--- src/hdl/skf_pkg.sv ---
package skf_pkg;

  // Field widths
  localparam int AngleWidth = 16;
  localparam int CovWidth   = 16;
  localparam int GainWidth  = 17;
  localparam int GainFrac   = 16;

  // Shared multiplier: signed operands wide enough for the gain and the angle difference
  localparam int MulWidth  = ((AngleWidth + 1 > GainWidth) ? AngleWidth + 1 : GainWidth) + 1;
  localparam int ProdWidth = 2 * MulWidth;

  // Divider: remainder holds up to twice the denominator, quotient is the gain
  localparam int SumWidth  = CovWidth + 1;
  localparam int RemWidth  = SumWidth + 1;
  localparam int DivSteps  = GainWidth;
  localparam int StepWidth = $clog2(DivSteps + 1);

  localparam logic [GainWidth-1:0] GainOne = GainWidth'(1) << GainFrac;

  // Configuration register indexes
  localparam int CfgIndexWidth = 2;
  localparam logic [CfgIndexWidth-1:0] RegProcessNoise     = 2'd0;
  localparam logic [CfgIndexWidth-1:0] RegMeasurementNoise = 2'd1;
  localparam logic [CfgIndexWidth-1:0] RegErrorPreset      = 2'd2;

  typedef struct packed {
    logic signed [AngleWidth-1:0] measurement;
    logic                         reload_error;
  } sample_beat_t;

  typedef struct packed {
    logic signed [AngleWidth-1:0] estimate;
    logic        [GainWidth-1:0]  gain;
    logic        [CovWidth-1:0]   error_covariance;
  } result_beat_t;

  // Commands from the controller to the datapath
  typedef struct packed {
    logic predict;
    logic div_init;
    logic div_step;
    logic mul_est;
    logic upd_est;
    logic mul_cov;
    logic upd_cov;
    logic out_load;
  } skf_cmd_t;

endpackage

--- src/hdl/skf_ctrl.sv ---
module skf_ctrl (
  input  logic              clk,
  input  logic              rst,
  input  logic              sample_valid,
  output logic              sample_ready,
  output logic              result_valid,
  input  logic              result_ready,
  output skf_pkg::skf_cmd_t cmd
);

  typedef enum logic [2:0] {
    IDLE,
    DIV_INIT,
    DIV_STEP,
    MUL_EST,
    UPD_EST,
    MUL_COV,
    UPD_COV,
    DONE
  } state_t;

  state_t                            state;
  logic [skf_pkg::StepWidth-1:0]     step;
  logic                              out_free;

  assign sample_ready = (state == IDLE);
  assign out_free     = !result_valid || result_ready;

  // Decode commands from the current state
  always_comb begin
    cmd          = '0;
    cmd.predict  = (state == IDLE) && sample_valid;
    cmd.div_init = (state == DIV_INIT);
    cmd.div_step = (state == DIV_STEP);
    cmd.mul_est  = (state == MUL_EST);
    cmd.upd_est  = (state == UPD_EST);
    cmd.mul_cov  = (state == MUL_COV);
    cmd.upd_cov  = (state == UPD_COV);
    cmd.out_load = (state == DONE) && out_free;
  end

  // Sequence one sample through divide, estimate update and covariance update
  always_ff @(posedge clk) begin
    if (rst) begin
      state        <= IDLE;
      step         <= '0;
      result_valid <= 1'b0;
    end else begin
      // Raise the result beat on load, drop it once taken
      if ((state == DONE) && out_free) begin
        result_valid <= 1'b1;
      end else if (result_ready) begin
        result_valid <= 1'b0;
      end
      unique case (state)
        IDLE: begin
          if (sample_valid) begin
            state <= DIV_INIT;
          end
        end
        DIV_INIT: begin
          step  <= '0;
          state <= DIV_STEP;
        end
        DIV_STEP: begin
          step <= step + 1'b1;
          if (step == skf_pkg::StepWidth'(skf_pkg::DivSteps - 1)) begin
            state <= MUL_EST;
          end
        end
        MUL_EST: state <= UPD_EST;
        UPD_EST: state <= MUL_COV;
        MUL_COV: state <= UPD_COV;
        UPD_COV: state <= DONE;
        DONE: begin
          // Hold until the output register is free
          if (out_free) begin
            state <= IDLE;
          end
        end
        default: state <= IDLE;
      endcase
    end
  end

endmodule

--- src/hdl/skf_datapath.sv ---
module skf_datapath #(
  parameter int COV_FRAC_BITS = 12
) (
  input  logic                                clk,
  input  logic                                rst,
  input  skf_pkg::skf_cmd_t                   cmd,
  input  skf_pkg::sample_beat_t               sample,
  input  logic                                cfg_we,
  input  logic [skf_pkg::CfgIndexWidth-1:0]   cfg_index,
  input  logic [skf_pkg::CovWidth-1:0]        cfg_data,
  output skf_pkg::result_beat_t               result
);

  localparam logic [skf_pkg::CovWidth-1:0] CovTenth =
    skf_pkg::CovWidth'(((1 << COV_FRAC_BITS) + 5) / 10);

  // Configuration registers
  logic [skf_pkg::CovWidth-1:0] process_noise;
  logic [skf_pkg::CovWidth-1:0] measurement_noise;
  logic [skf_pkg::CovWidth-1:0] error_preset;

  // Filter state
  logic signed [skf_pkg::AngleWidth-1:0] est;
  logic        [skf_pkg::CovWidth-1:0]   cov;

  // Working registers
  logic signed [skf_pkg::AngleWidth-1:0] meas;
  logic        [skf_pkg::CovWidth-1:0]   p_pred;
  logic        [skf_pkg::SumWidth-1:0]   s_sum;
  logic        [skf_pkg::RemWidth-1:0]   rem;
  logic        [skf_pkg::GainWidth-1:0]  quot;
  logic signed [skf_pkg::ProdWidth-1:0]  prod;

  logic [skf_pkg::CovWidth-1:0]        p_start;
  logic [skf_pkg::SumWidth-1:0]        p_sum;
  logic [skf_pkg::RemWidth-1:0]        rem_sub;
  logic                                rem_ge;
  logic [skf_pkg::GainWidth-1:0]       gain;
  logic [skf_pkg::GainWidth-1:0]       one_minus_gain;
  logic signed [skf_pkg::AngleWidth:0] diff;
  logic signed [skf_pkg::MulWidth-1:0] mul_a;
  logic signed [skf_pkg::MulWidth-1:0] mul_b;

  // Predict: optional reload, then saturating add of process noise
  assign p_start = sample.reload_error ? error_preset : cov;
  assign p_sum   = {1'b0, p_start} + {1'b0, process_noise};

  // Restoring division step
  assign rem_sub = rem - {1'b0, s_sum};
  assign rem_ge  = (rem >= {1'b0, s_sum});

  // Zero denominator gives zero gain
  assign gain           = (s_sum == '0) ? '0 : quot;
  assign one_minus_gain = skf_pkg::GainOne - gain;

  assign diff = {meas[skf_pkg::AngleWidth-1], meas} - {est[skf_pkg::AngleWidth-1], est};

  // Shared multiplier operands
  always_comb begin
    if (cmd.mul_cov) begin
      mul_a = $signed({{(skf_pkg::MulWidth - skf_pkg::GainWidth){1'b0}}, one_minus_gain});
      mul_b = $signed({{(skf_pkg::MulWidth - skf_pkg::CovWidth){1'b0}}, p_pred});
    end else begin
      mul_a = $signed({{(skf_pkg::MulWidth - skf_pkg::GainWidth){1'b0}}, gain});
      mul_b = $signed({{(skf_pkg::MulWidth - skf_pkg::AngleWidth - 1){diff[skf_pkg::AngleWidth]}},
                       diff});
    end
  end

  // Configuration and filter state
  always_ff @(posedge clk) begin
    if (rst) begin
      process_noise     <= CovTenth;
      measurement_noise <= CovTenth;
      error_preset      <= CovTenth;
      est               <= '0;
      cov               <= CovTenth;
    end else begin
      if (cfg_we) begin
        case (cfg_index)
          skf_pkg::RegProcessNoise:     process_noise     <= cfg_data;
          skf_pkg::RegMeasurementNoise: measurement_noise <= cfg_data;
          skf_pkg::RegErrorPreset:      error_preset      <= cfg_data;
          default: ;
        endcase
      end
      if (cmd.upd_est) begin
        est <= est + prod[skf_pkg::GainFrac +: skf_pkg::AngleWidth];
      end
      if (cmd.upd_cov) begin
        cov <= prod[skf_pkg::GainFrac +: skf_pkg::CovWidth];
      end
    end
  end

  // Working registers
  always_ff @(posedge clk) begin
    if (cmd.predict) begin
      meas   <= sample.measurement;
      p_pred <= p_sum[skf_pkg::CovWidth] ? '1 : p_sum[skf_pkg::CovWidth-1:0];
    end
    if (cmd.div_init) begin
      s_sum <= {1'b0, p_pred} + {1'b0, measurement_noise};
      rem   <= {2'b00, p_pred};
      quot  <= '0;
    end
    if (cmd.div_step) begin
      rem  <= rem_ge ? {rem_sub[skf_pkg::RemWidth-2:0], 1'b0}
                     : {rem[skf_pkg::RemWidth-2:0], 1'b0};
      quot <= {quot[skf_pkg::GainWidth-2:0], rem_ge};
    end
    if (cmd.mul_est || cmd.mul_cov) begin
      prod <= mul_a * mul_b;
    end
    if (cmd.out_load) begin
      result.estimate         <= est;
      result.gain             <= gain;
      result.error_covariance <= cov;
    end
  end

endmodule

--- src/hdl/scalar_kalman_filter_core.sv ---
// States: DIV_INIT, the 17-step restoring divider for the gain (DIV_STEP), then two
// passes through one shared 18x18 multiplier (MUL_EST/UPD_EST, MUL_COV/UPD_COV), DONE.
// DONE holds until the output register is free; a new sample is taken only in IDLE.
// A finished result waits in the output register while the next sample is taken.
// Reset (rst, synchronous): estimate 0, covariance and all three registers 0.1.
module scalar_kalman_filter_core #(
  parameter int COV_FRAC_BITS = 12
) (
  input  logic                               clk,
  input  logic                               rst,
  input  logic                               sample_valid,
  output logic                               sample_ready,
  input  skf_pkg::sample_beat_t              sample,
  output logic                               result_valid,
  input  logic                               result_ready,
  output skf_pkg::result_beat_t              result,
  input  logic                               cfg_we,
  input  logic [skf_pkg::CfgIndexWidth-1:0]  cfg_index,
  input  logic [skf_pkg::CovWidth-1:0]       cfg_data
);

  skf_pkg::skf_cmd_t cmd;

  skf_ctrl u_ctrl (
    .clk          (clk),
    .rst          (rst),
    .sample_valid (sample_valid),
    .sample_ready (sample_ready),
    .result_valid (result_valid),
    .result_ready (result_ready),
    .cmd          (cmd)
  );

  skf_datapath #(
    .COV_FRAC_BITS (COV_FRAC_BITS)
  ) u_datapath (
    .clk       (clk),
    .rst       (rst),
    .cmd       (cmd),
    .sample    (sample),
    .cfg_we    (cfg_we),
    .cfg_index (cfg_index),
    .cfg_data  (cfg_data),
    .result    (result)
  );

endmodule
--- config.mk ---
export PLATFORM = sky130hd
export DESIGN_NAME = scalar_kalman_filter_core
export DESIGN_NICKNAME = d
export VERILOG_FILES = /design/src/hdl/skf_pkg.sv /design/src/hdl/skf_ctrl.sv /design/src/hdl/skf_datapath.sv /design/src/hdl/scalar_kalman_filter_core.sv
export SDC_FILE = /design/constraint.sdc
export NUM_CORES = 1
export LEC_CHECK = 0
export ABC_AREA = 0
export BUFFER_PORTS_ARGS = -buffer_cell sky130_fd_sc_hd__buf_2
export CAP_MARGIN = 40
export CORE_ASPECT_RATIO = 0.75
export CORE_MARGIN = 2
export CORE_UTILIZATION = 64
export CTS_BUF_LIST = sky130_fd_sc_hd__clkbuf_4 sky130_fd_sc_hd__clkbuf_8 sky130_fd_sc_hd__clkbuf_16
export CTS_CLUSTER_DIAMETER = 150
export DETAILED_ROUTE_END_ITERATION = 8
export PLACE_DENSITY_LB_ADDON = 0.12
export REMOVE_ABC_BUFFERS = 1
export SYNTH_ARGS = -nofsm -noshare
export SYNTH_HDL_FRONTEND = slang
export SYNTH_SLANG_ARGS = --single-unit
--- constraint.sdc ---
create_clock -name clk -period 11.3 [get_ports clk]
set_clock_uncertainty 0.15 [all_clocks]
set_input_delay 0 -clock clk [delete_from_list [all_inputs] [get_ports clk]]
set_output_delay 0 -clock clk [all_outputs]
set_load 0.05 [all_outputs]
# After elaboration in Yosys (flattened, before gate mapping)

Cells that the tools add are included.

Add/sub/neg operators: 7
Bitwise operators: 0
$lt $le $gt $ge: 1
Muxes and demuxes: 16
Shift-type cells: 0
Reductions and logical operators: 14
Equal/unequal tests: 13
$mul: 1
Divide/modulo/power cells: 0

Operators with widths:

| kind                   | count |
|---|---|
| $mux 18                | 4 |
| $mux 17                | 4 |
| $add 16x16->17         | 2 |
| $mul 18x18->32         | 1 |
| $pmux 3 s8             | 1 |
| $ge 18x17->1           | 1 |
| $logic_not 17->1       | 1 |
| $sub 16x16->17         | 1 |
| $sub 17x17->17         | 1 |
| $sub 17x17->17 const A | 1 |
| $add 16x16->16         | 1 |
| $mux 16                | 1 |
| $eq 3x3->1 const B     | 4 |
| $pmux 5 s2             | 1 |
| $mux 3                 | 3 |
| $eq 3x2->1 const B     | 2 |
| $reduce_and 2->1       | 3 |
| $add 5x1->5 const B    | 1 |
| $eq 5x5->1 const B     | 1 |
| $ne 2x1->1 const B     | 2 |
| $reduce_bool 2->1      | 2 |
| $eq 3x1->1 const B     | 1 |
| $logic_not 3->1        | 1 |
| $reduce_and 3->1       | 1 |
| 8 further kinds        | 11 |

Flip-flop bits (word level): 254
Memories: 0
Output and inout bits: 51
Input port bits: 40
RAM bits: 0
Latch bits: 0
Memory bits (read-only): 0

# Longest topological paths before layout

Gate-level depths: netlist of run 1.

Depth after elaboration: 5
Gate-level depth with buffers: 40

# Hierarchy

Synthesis of run 1 repeated with hierarchy kept, for this count alone.

Cell total of the unflattened synthesis: 2332
Area, all modules: 21973.6 sq um

Modules (own cells, without submodules):

| module       | cells an instance | area an instance (sq um) | times used |
|---|---|---|---|
| skf_datapath | 2262              | 21371.7                  | 1 |
| skf_ctrl     | 70                | 601.8                    | 1 |

# Worst setup path before layout of run 1

No wires, ideal clock.

Path type: flip-flop to flip-flop
Start point: register u_datapath.s_sum[16] (netlist name)
End point: register u_datapath.prod[31] (netlist name) (data pin)
Arrival time: 8106 ps
Buffers on the path: 5
Data required time: 10891 ps
Cell stages (with the launch flop): 37
Clock period less this slack: 8515 ps
Slack: 2785 ps
Cell sequence: edfxtp_1 nor4_1 nand4_1 or2_2 clkbuf_1 and2_0 clkbuf_1 inv_1 clkbuf_1 ha_1 buf_2 o21ai_0 a22oi_1 buf_2 nor2_1 fa_1 inv_1 fa_1 inv_1 fa_1 inv_1 fa_1 fa_1 fa_1 inv_1 ha_1 nand4_1 nor2_1 nand3_1 a211o_1 a211oi_1 o211ai_1 a31oi_1 o21ai_0 nand2b_1 a21oi_1 xnor2_1

Longest elaborated chain between the ends: 5

Ends and longest elaborated chain:

| what                         | line                | RTL |
|---|---|---|
| from (decl)                  | skf_datapath.sv:29  | `logic [skf_pkg::SumWidth-1:0] s_sum;` |
| from (signal assigned)       | skf_datapath.sv:103 | `s_sum <= {1'b0, p_pred} + {1'b0, measurement_noise};` |
| $logic_not 17->1 *           | skf_datapath.sv:53  | `assign gain = (s_sum == '0) ? '0 : quot;` |
| $mux 17 *                    | skf_datapath.sv:53  |  |
| via u_datapath.gain, one bit | skf_datapath.sv:38  | `logic [skf_pkg::GainWidth-1:0] gain;` |
| $sub 17x17->17               | skf_datapath.sv:54  | `assign one_minus_gain = skf_pkg::GainOne - gain;` |
| $mux 17 *                    | skf_datapath.sv:60  | `if (cmd.mul_cov) begin` |
| $mul 18x18->32 *             | skf_datapath.sv:113 | `prod <= mul_a * mul_b;` |
| to (signal assigned)         | skf_datapath.sv:113 |  |
| to (decl)                    | skf_datapath.sv:32  | `logic signed [skf_pkg::ProdWidth-1:0] prod;` |

Mark *: on every way through the listed nets, which the timed path passes. The rest lies on a longest branch.
A chain may end at the register's enable or synchronous reset.

# Final worst setup path of run 1

Start point: register u_datapath.s_sum[10] (netlist name)
End point: register u_datapath.prod[31] (netlist name) (data pin)

Longest elaborated chain between the ends: 5

Ends and longest elaborated chain:

| what               | line |
|---|---|
| $logic_not 17->1 * | skf_datapath.sv:53 |
| $mux 17 *          | skf_datapath.sv:53 |
| $sub 17x17->17     | skf_datapath.sv:54 |
| $mux 17 *          | skf_datapath.sv:60 |
| $mul 18x18->32 *   | skf_datapath.sv:113 |

Every way passes the cells marked *; elsewhere a longest branch is shown, timed or not.

==> results.yml, run 1 <==
global_route:
  antenna_found_initial: 0
  grt_max_degree: 73
  grt_pass1_vias: 17200
  grt_overflow_total: 0
  grtUsageTotal_pct: 33.5
  grt_pass1_wl_mm: 92.3
clock_network:
  clock-sinks: 238
  post-cts-setup-buffers: 0
  cts_tree: "built"
  clk_pin_slew_ns: 0.07
  cts.path.max_buffers: 3
  cts_buffers: 24
  clk_latency_ns: 0.53
  cts_max_level: 1
  cts-root-buf: "clkbuf_16"
drt:
  met3WireLength_mm: 5.72
  wire_per_inst_um: 19.5
  wl_met2_mm: 25.0
  dr.max_layer_used: "met4"
  drt_first_pass_iters: 6
  drt-initial-drc-count: 1445
  ant_nets: 0
  via_per_inst: 5.78
  num_vias: 17010
  wirelength_met1_mm: 25.4
  drc_errors: 0
  drt_wl_total_mm: 57.4
placement:
  io_buffers: 90
  gp_congestion: 1.02
  place_hpwl_mm: 45.1
  dp_slack_ns: 1.39
worst_hold_path:
  min_to: "u_datapath.meas[13]$_DFFE_PP_"
  min_from: "sample[14]"
  holdCritPathClass: "primary input to flop"
  whs_path_depth: 2
logic_synthesis:
  synth_top_area_share_pct: 22.2
  ys_seq_area_share_pct: 28.6
  syn_inst: 2359
  syn_area_per_cell_um2: 9.27
  synthTopCellsByArea: "fa_1, edfxtp_1, ha_1"
  synth.most_common_cell: "inv_1"
  synth_edf_count: 149
  synth_common_cells: "inv_1, nand2_1, nor2_1, fa_1, ha_1"
  synth_warnings: 0
  synth_top_area_cell: "fa_1"
  yosysUniqueCellTypes: 76
  ys_ff_latch: 238
  syn_area_um2: 21900
  synthArstFlopShare_pct: 0
  synth_ff_type: "edfxtp_1"
status:
  status: "finished clean"
timing:
  worst_pin_slew_ns: 0.969
  maxSlewViolCount: 0
  rsz0062_at_grt: "false"
  slew_headroom_pct: 35.4
  max_freq_mhz: 103
  fin_crit_sh_pct: 85.8
  fin_crit_ns: 9.70
  setup_slack_ns: 1.60
  finalSetupViolations: 0
  fin_setup_tns_ns: 0
  finalHoldViolations: 0
floorplanning:
  die_area_um2: 35700
  initial_utilization_pct: 65.1
  core_um2: 33600
  io_pins: 91
  die_x_um: 217
  die_y_um: 164
  rows: 58
worst_setup_path:
  critPathRequiredTime_ns: 11.42
  cp_slowest_cell: "a22oi_1"
  endpoint_kind: "flop"
  cp_common_cell: "fa_1"
  criticalPathCategory: "flop to flop"
  reg2regPathDepth: 30
  r2r_end: "u_datapath.prod[31]$_DFFE_PP_"
  slowest_delay_ns: 0.65
  start_kind: "flop"
  rrSetupSlack_ns: 1.60
  path_max_fanout: 19
  crit_arrival_ns: 9.82
  crit-reg2reg-launch: "u_datapath.s_sum[10]$_DFFE_PP_"
finish:
  diodes: 0
  nNetsFinal: 2944
  area_growth_pct: 10.6
  drive_gt1_share_pct: 9.62
flow_run:
  cap_violations: 0
[worst max path at each step]
| stage | start | end | slack, ns |
|---|---|---|---|
| after floorplan | u_datapath.s_sum[16]$_DFFE_PP_ | u_datapath.prod[31]$_DFFE_PP_ | 2.86 |
| after global placement | u_datapath.s_sum[10]$_DFFE_PP_ | u_datapath.prod[31]$_DFFE_PP_ | 1.75 |
| after detailed placement | u_datapath.s_sum[10]$_DFFE_PP_ | u_datapath.prod[31]$_DFFE_PP_ | 1.39 |
| after CTS | u_datapath.s_sum[10]$_DFFE_PP_ | u_datapath.prod[31]$_DFFE_PP_ | 1.36 |
| after global routing | u_datapath.s_sum[10]$_DFFE_PP_ | u_datapath.prod[31]$_DFFE_PP_ | 1.14 |
| final | u_datapath.s_sum[10]$_DFFE_PP_ | u_datapath.prod[31]$_DFFE_PP_ | 1.60 |
[layout make-up]
cell class,instances,area (um^2)
Multi-Input combinational cell,1674,14000
Fill cell,2503,9400
Sequential cell,238,6260
Inverter,365,1370
Timing Repair Buffer,173,1220
Clock buffer,29,668
Tap cell,450,563
Clock inverter,15,161
[kinds of logic after synthesis]
logic type	after synthesis	share of synthesized area, %
flops	238	28.6
mux	36	1.75
xor+xnor	84	3.50
buf+inv	447	7.73
simple gates	819	16.9
fa+ha+maj	428	32.8
compound gates	307	8.66
[sequential cells by signal, indices dropped and copies added (netlist names)]
register and count:
u_ctrl.step 5, u_datapath.est 16, u_datapath.measurement_noise 16, u_datapath.cov 16
u_ctrl.result_valid 1, u_datapath.meas 16, u_datapath.prod 16, u_datapath.result 49
u_datapath.process_noise 16, u_datapath.s_sum 17, u_datapath.quot 17, u_datapath.rem 18
u_datapath.error_preset 16, u_ctrl.state 3, u_datapath.p_pred 16
[what timing repair did]
action / CTS / global route
hold endpoints to repair: 73 / 0
hold buffers: 42 / 0
gates resized for setup: 0 / 0
[cells in the final DEF, fill, tap and decap left out, drive strengths merged, types with 6 or more instances in the layout]
cell type    instances
o21ai               69
and2                44
clkinv               7
ha                 185
a21boi              14
nand2b              39
o31ai                7
nor3                28
buf                131
o21a                 7
mux2                18
fa                 243
nand3b               6
nand3               46
xnor2               63
and3                 8
mux2i               18
a211oi              12
xor2                21
nor2               276
nand2              284
a21o                19
a21oi              117
a31oi               10
edfxtp             149
nor2b               19
clkbuf              29
inv                369
nor4                 6
o21bai               7
dlygate4sd3         42
or3                 14
dfxtp               89
or2                 28
[routing by layer]
layer	up-vias	global-route usage [%]
met2	810	51.3
met5	-	0
met3	97	6.70
li1	7860	-
met4	0	7.66
met1	8243	49.4
[metrics by stage]
step,hold slack (ns),util (%),area (um^2),std cells
3_5_place_dp,0.0281,68.3,22900,2857
6_report,0.0315,72.0,24200,2944
2_1_floorplan,-0.0809,-,21600,2277
4_1_cts,0.0130,72.0,24200,2943
3_3_place_gp,0.0274,67.8,22800,2842
5_1_grt,0.0279,72.0,24200,2944
[critical path: cells and delay by family, from the launching register on]
family	cells	cell delay, ns
buffers and inverters	5	1.09
adder cells (fa/ha/maj)	8	3.79
XOR/XNOR	1	0.12
AND/OR/NAND/NOR	7	1.72
flip-flops	1	0.40
AO/OA/AOI/OAI	9	2.16
Power of run 1 is not shown: default switching activity piles up to over one toggle a cycle in this logic, so the estimate is an artifact.
==> run 2: changes to the inputs <==
- CORE_UTILIZATION: 64 -> 45
==> results.yml, run 2 (synthesis results as in run 1) <==
status:
  status: "finished clean"
drt:
  wire_per_inst_um: 19.9
  drt_wl_total_mm: 62.5
  ant_nets: 0
  drc_errors: 0
  via_per_inst: 5.37
  drt-initial-drc-count: 1485
  drt_first_pass_iters: 7
  num_vias: 16847
finish:
  drive_gt1_share_pct: 9.76
  final_cell_mix: "inv_1, nand2_1, nor2_1"
  area_growth_pct: 11.7
  nNetsFinal: 2950
  top_register: "u_datapath.result"
  finish.instance_area_um2: 24400
  final_util_pct: 51.3
  largestRegisters: "u_datapath.result x49, u_datapath.rem x18"
  final_common_cell: "inv_1"
  largest_reg_flops: 49
global_route:
  busiest_layer: "met1"
  grt_max_degree: 70
  grt_pass1_wl_mm: 97.7
  gr-usage-met2_pct: 36.8
  grt.met3_usage_pct: 3.87
  antenna_found_initial: 1
  grt_pass1_vias: 16822
  grtUsageTotal_pct: 25.2
  grtUsageMet1_pct: 39.8
  grt_overflow_total: 0
worst_setup_path:
  criticalPathCategory: "flop to flop"
  cp_common_cell: "fa_1"
  r2r_end: "u_datapath.prod[31]$_DFFE_PP_"
  reg2regPathDepth: 30
  rrSetupSlack_ns: 1.95
  crit_arrival_ns: 9.48
  cp_slowest_cell: "o22a_1"
  endpoint_kind: "flop"
  path_max_fanout: 19
  slowest_delay_ns: 0.60
  crit-reg2reg-launch: "u_datapath.s_sum[14]$_DFFE_PP_"
  start_kind: "flop"
  critPathRequiredTime_ns: 11.43
timing:
  finalHoldViolations: 0
  max_freq_mhz: 107
  fin_crit_sh_pct: 82.7
  maxSlewViolCount: 0
  finalSetupViolations: 0
  worst_pin_slew_ns: 0.987
  fin_crit_ns: 9.35
  fin_setup_tns_ns: 0
  rsz0062_at_grt: "false"
  slew_headroom_pct: 34.0
worst_hold_path:
  holdCritPathClass: "primary input to flop"
  min_from: "sample[12]"
  min_to: "u_datapath.meas[11]$_DFFE_PP_"
  whs_path_depth: 2
clock_network:
  clk_latency_ns: 0.53
  cts-root-buf: "clkbuf_16"
  cts-resized-gates: 0
  cts_buffers: 23
  clock-sinks: 238
  cts_max_level: 1
  cts_hold_buf: 43
  clk_pin_slew_ns: 0.07
  post-cts-setup-buffers: 0
  cts_tree: "built"
  cts.path.max_buffers: 3
floorplanning:
  rows: 69
  die_x_um: 259
  die_area_um2: 50400
  core_um2: 47700
  initial_utilization_pct: 45.9
  die_y_um: 195
  io_pins: 91
flow_run:
  cap_violations: 0
placement:
  gp_congestion: 0.880
  io_buffers: 90
  placed_area_um2: 23200
  place_hpwl_mm: 48.9
## run 2: worst max path at each step
stage	from	end	slack [ns]	depth (start not counted)
6_report	u_datapath.s_sum[14]$_DFFE_PP_	u_datapath.prod[31]$_DFFE_PP_	1.95	30
5_1_grt	u_datapath.s_sum[10]$_DFFE_PP_	u_datapath.prod[31]$_DFFE_PP_	1.22	32
4_1_cts	u_datapath.s_sum[14]$_DFFE_PP_	u_datapath.prod[31]$_DFFE_PP_	1.96	30
3_5_place_dp	u_datapath.s_sum[14]$_DFFE_PP_	u_datapath.prod[31]$_DFFE_PP_	1.99	30
3_3_place_gp	u_datapath.s_sum[10]$_DFFE_PP_	u_datapath.prod[31]$_DFFE_PP_	1.65	31
2_1_floorplan	u_datapath.s_sum[16]$_DFFE_PP_	u_datapath.prod[31]$_DFFE_PP_	2.86	31
## run 2: cell type report
type,instances,area [um^2]
clock buffer,32,674
sequential,238,6260
multi-input combinational,1674,14000
fill,4489,23200
inverter,365,1370
clock inverter,10,118
timing repair buffer,180,1260
tap,639,800
antenna,1,2.50
## run 2: through the flow
| step | setup WS [ns] | hold WS [ns] | instances |
|---|---|---|---|
| 3_3_place_gp | 1.65 | 0.0313 | 3042 |
| 4_1_cts | 1.96 | 0.00676 | 3138 |
| 3_5_place_dp | 1.99 | 0.0295 | 3053 |
| 5_1_grt | 1.22 | 0.0137 | 3138 |
| 6_report | 1.95 | 0.0184 | 3139 |
| 2_1_floorplan | 2.86 | -0.0809 | 2277 |
## run 2: critical path: cells and delay by family, from the launching register on
family	cells	cell delay, ns
AOI/OAI and AO/OA	8	1.98
and+or+nand+nor	9	1.85
buffers and inverters	4	0.74
adders and majority gates	8	3.83
xor gates and xnor gates	1	0.13
DFF	1	0.40
## run 2: per-layer routing
metal	up-vias	part of all wire, %
met2	585	42
met5	-	0
met3	60	7.5
li1	7863	-
met4	0	1.4
met1	8339	50
Power of run 2 is left out for the same reason.
==> run 3: changes to the inputs <==
- ABC_AREA: 0 -> 1
- clock period: 11.3 -> 9.1 ns (I/O delays scaled with it)
==> results.yml, run 3 <==
status:
  status: "finished clean"
finish:
  multi_input_area_um2: 14200
  nNetsFinal: 3305
  drive_gt1_share_pct: 8.72
  regArea_um2: 6260
  diodes: 0
  area_growth_pct: 11.2
  largest_reg_flops: 49
  top_register: "u_datapath.result"
  largestRegisters: "u_datapath.result x49, u_datapath.rem x18"
  final_cell_mix: "inv_1, nand2_1, nor2_1"
  final_common_cell: "inv_1"
  nFillCells: 4818
timing:
  finalSetupViolations: 0
  worst_pin_slew_ns: 0.947
  max_freq_mhz: 122
  fin_setup_tns_ns: 0
  rsz0062_at_grt: "false"
  finalHoldViolations: 0
  fin_crit_sh_pct: 90.1
  fin_crit_ns: 8.20
  maxSlewViolCount: 0
  slew_headroom_pct: 36.2
worst_setup_path:
  slowest_delay_ns: 0.62
  criticalPathCategory: "flop to flop"
  crit_arrival_ns: 8.36
  cp_common_cell: "nand2_1"
  cp_slowest_cell: "fa_1"
  start_kind: "flop"
  endpoint_kind: "flop"
  path_max_fanout: 13
  critPathRequiredTime_ns: 9.25
floorplanning:
  io_pins: 91
  core_um2: 50000
  rows: 71
  initial_utilization_pct: 45.4
  die_y_um: 199
  die_area_um2: 52300
  die_x_um: 263
logic_synthesis:
  synth_edf_count: 149
  synth_top_area_share_pct: 21.4
  ys_seq_area_share_pct: 27.5
  syn_area_um2: 22700
  synth.most_common_cell: "inv_1"
  synth_common_cells: "inv_1, nand2_1, nor2_1, fa_1, ha_1"
  synth_top_area_cell: "fa_1"
  yosysUniqueCellTypes: 55
  syn_area_per_cell_um2: 8.39
  synthArstFlopShare_pct: 0
  synthTopCellsByArea: "fa_1, edfxtp_1, ha_1"
  synth_ff_type: "edfxtp_1"
  ys_ff_latch: 238
  syn_inst: 2709
  synth_warnings: 0
clock_network:
  cts_buffers: 25
  cts-root-buf: "clkbuf_16"
  clk_pin_slew_ns: 0.06
  cts_max_level: 1
  clk_latency_ns: 0.56
  post-cts-setup-buffers: 0
  cts-resized-gates: 0
  clock-sinks: 238
  cts_tree: "built"
  cts.path.max_buffers: 3
global_route:
  grt_pass1_wl_mm: 105
  grt_max_degree: 69
  grt_pass1_vias: 18280
  grt_overflow_total: 0
  grtUsageTotal_pct: 26.0
  antenna_found_initial: 0
placement:
  place_hpwl_mm: 54.3
  io_buffers: 90
  gp_congestion: 0.958
drt:
  drc_errors: 0
  drt_wl_total_mm: 66.7
  drt-initial-drc-count: 1451
  via_per_inst: 5.24
  wire_per_inst_um: 19.0
  num_vias: 18421
  ant_nets: 0
  drt_first_pass_iters: 5
worst_hold_path:
  holdCritPathClass: "primary input to flop"
flow_run:
  cap_violations: 0
[run 3: worst max-delay path, delay by kind of cell, from the launching register on]
family / cells / cell delay (ns)
adder cells (fa/ha/maj): 9 / 4.12
AO/OA/AOI/OAI: 6 / 1.15
AND/OR/NAND/NOR: 11 / 1.14
buffers and inverters: 7 / 0.80
flip-flops: 1 / 0.33
XOR/XNOR: 1 / 0.29
[run 3: final cells by class]
cell class              count  area share [%]
inverters                 528            7.87
well taps                 657            3.25
flip-flops and latches    238            24.8
clock buffers              35            3.06
repair buffers            168            4.66
multi-input cells        1876            56.1
clock inverters            11           0.302
[run 3: path summary, 6_finish.rpt]
kind,from,endpoint,slack [ns],depth (start not counted)
setup / recovery,u_datapath.meas[0]$_DFFE_PP_,u_datapath.prod[31]$_DFFE_PP_,0.90,34
hold / removal,sample[16],u_datapath.meas[15]$_DFFE_PP_,0.02,2
setup reg to reg,u_datapath.meas[0]$_DFFE_PP_,u_datapath.prod[31]$_DFFE_PP_,0.90,34
hold reg to reg,u_datapath.cov[9]$_SDFFE_PP0P_,u_datapath.result[9]$_DFFE_PP_,0.27,0
[run 3: kinds of logic after synthesis]
| kind of cell | share of synthesized area [%] |
|---|---|
| flops | 27.5 |
| simple gates | 19.1 |
| compound gates | 8.79 |
| xor+xnor | 2.77 |
| buf+inv | 10.2 |
| fa+ha+maj | 31.6 |
[run 3: layer usage]
metal | global-route usage [%] | up-vias | share of wire [%]
met5 | 0 | - | 0
met4 | 4.02 | 0 | 1.3
met3 | 6.41 | 64 | 9.4
met2 | 37.1 | 647 | 40
met1 | 40.0 | 8917 | 49
li1 | - | 8793 | -
[run 3: per-stage QoR]
stage                     instance area (um^2)  hold slack, ns  instances  worst slack [ns]  util (%)
after floorplan                          22400         -0.0809       2642              1.74         -
after global placement                   23900          0.0272       3415             0.952      47.8
after detailed placement                 23900          0.0281       3419             0.978      47.9
after CTS                                25300         0.00425       3512             0.900      50.5
after global routing                     25300          0.0112       3513             0.349      50.5
final                                    25300          0.0229       3513             0.897      50.5
[run 3: repair_timing]
action                     4_1_cts  5_1_grt
hold buffers                    47        1
setup endpoints to repair        0        0
hold endpoints to repair       118        1
Power of run 3 is left out for the same reason.
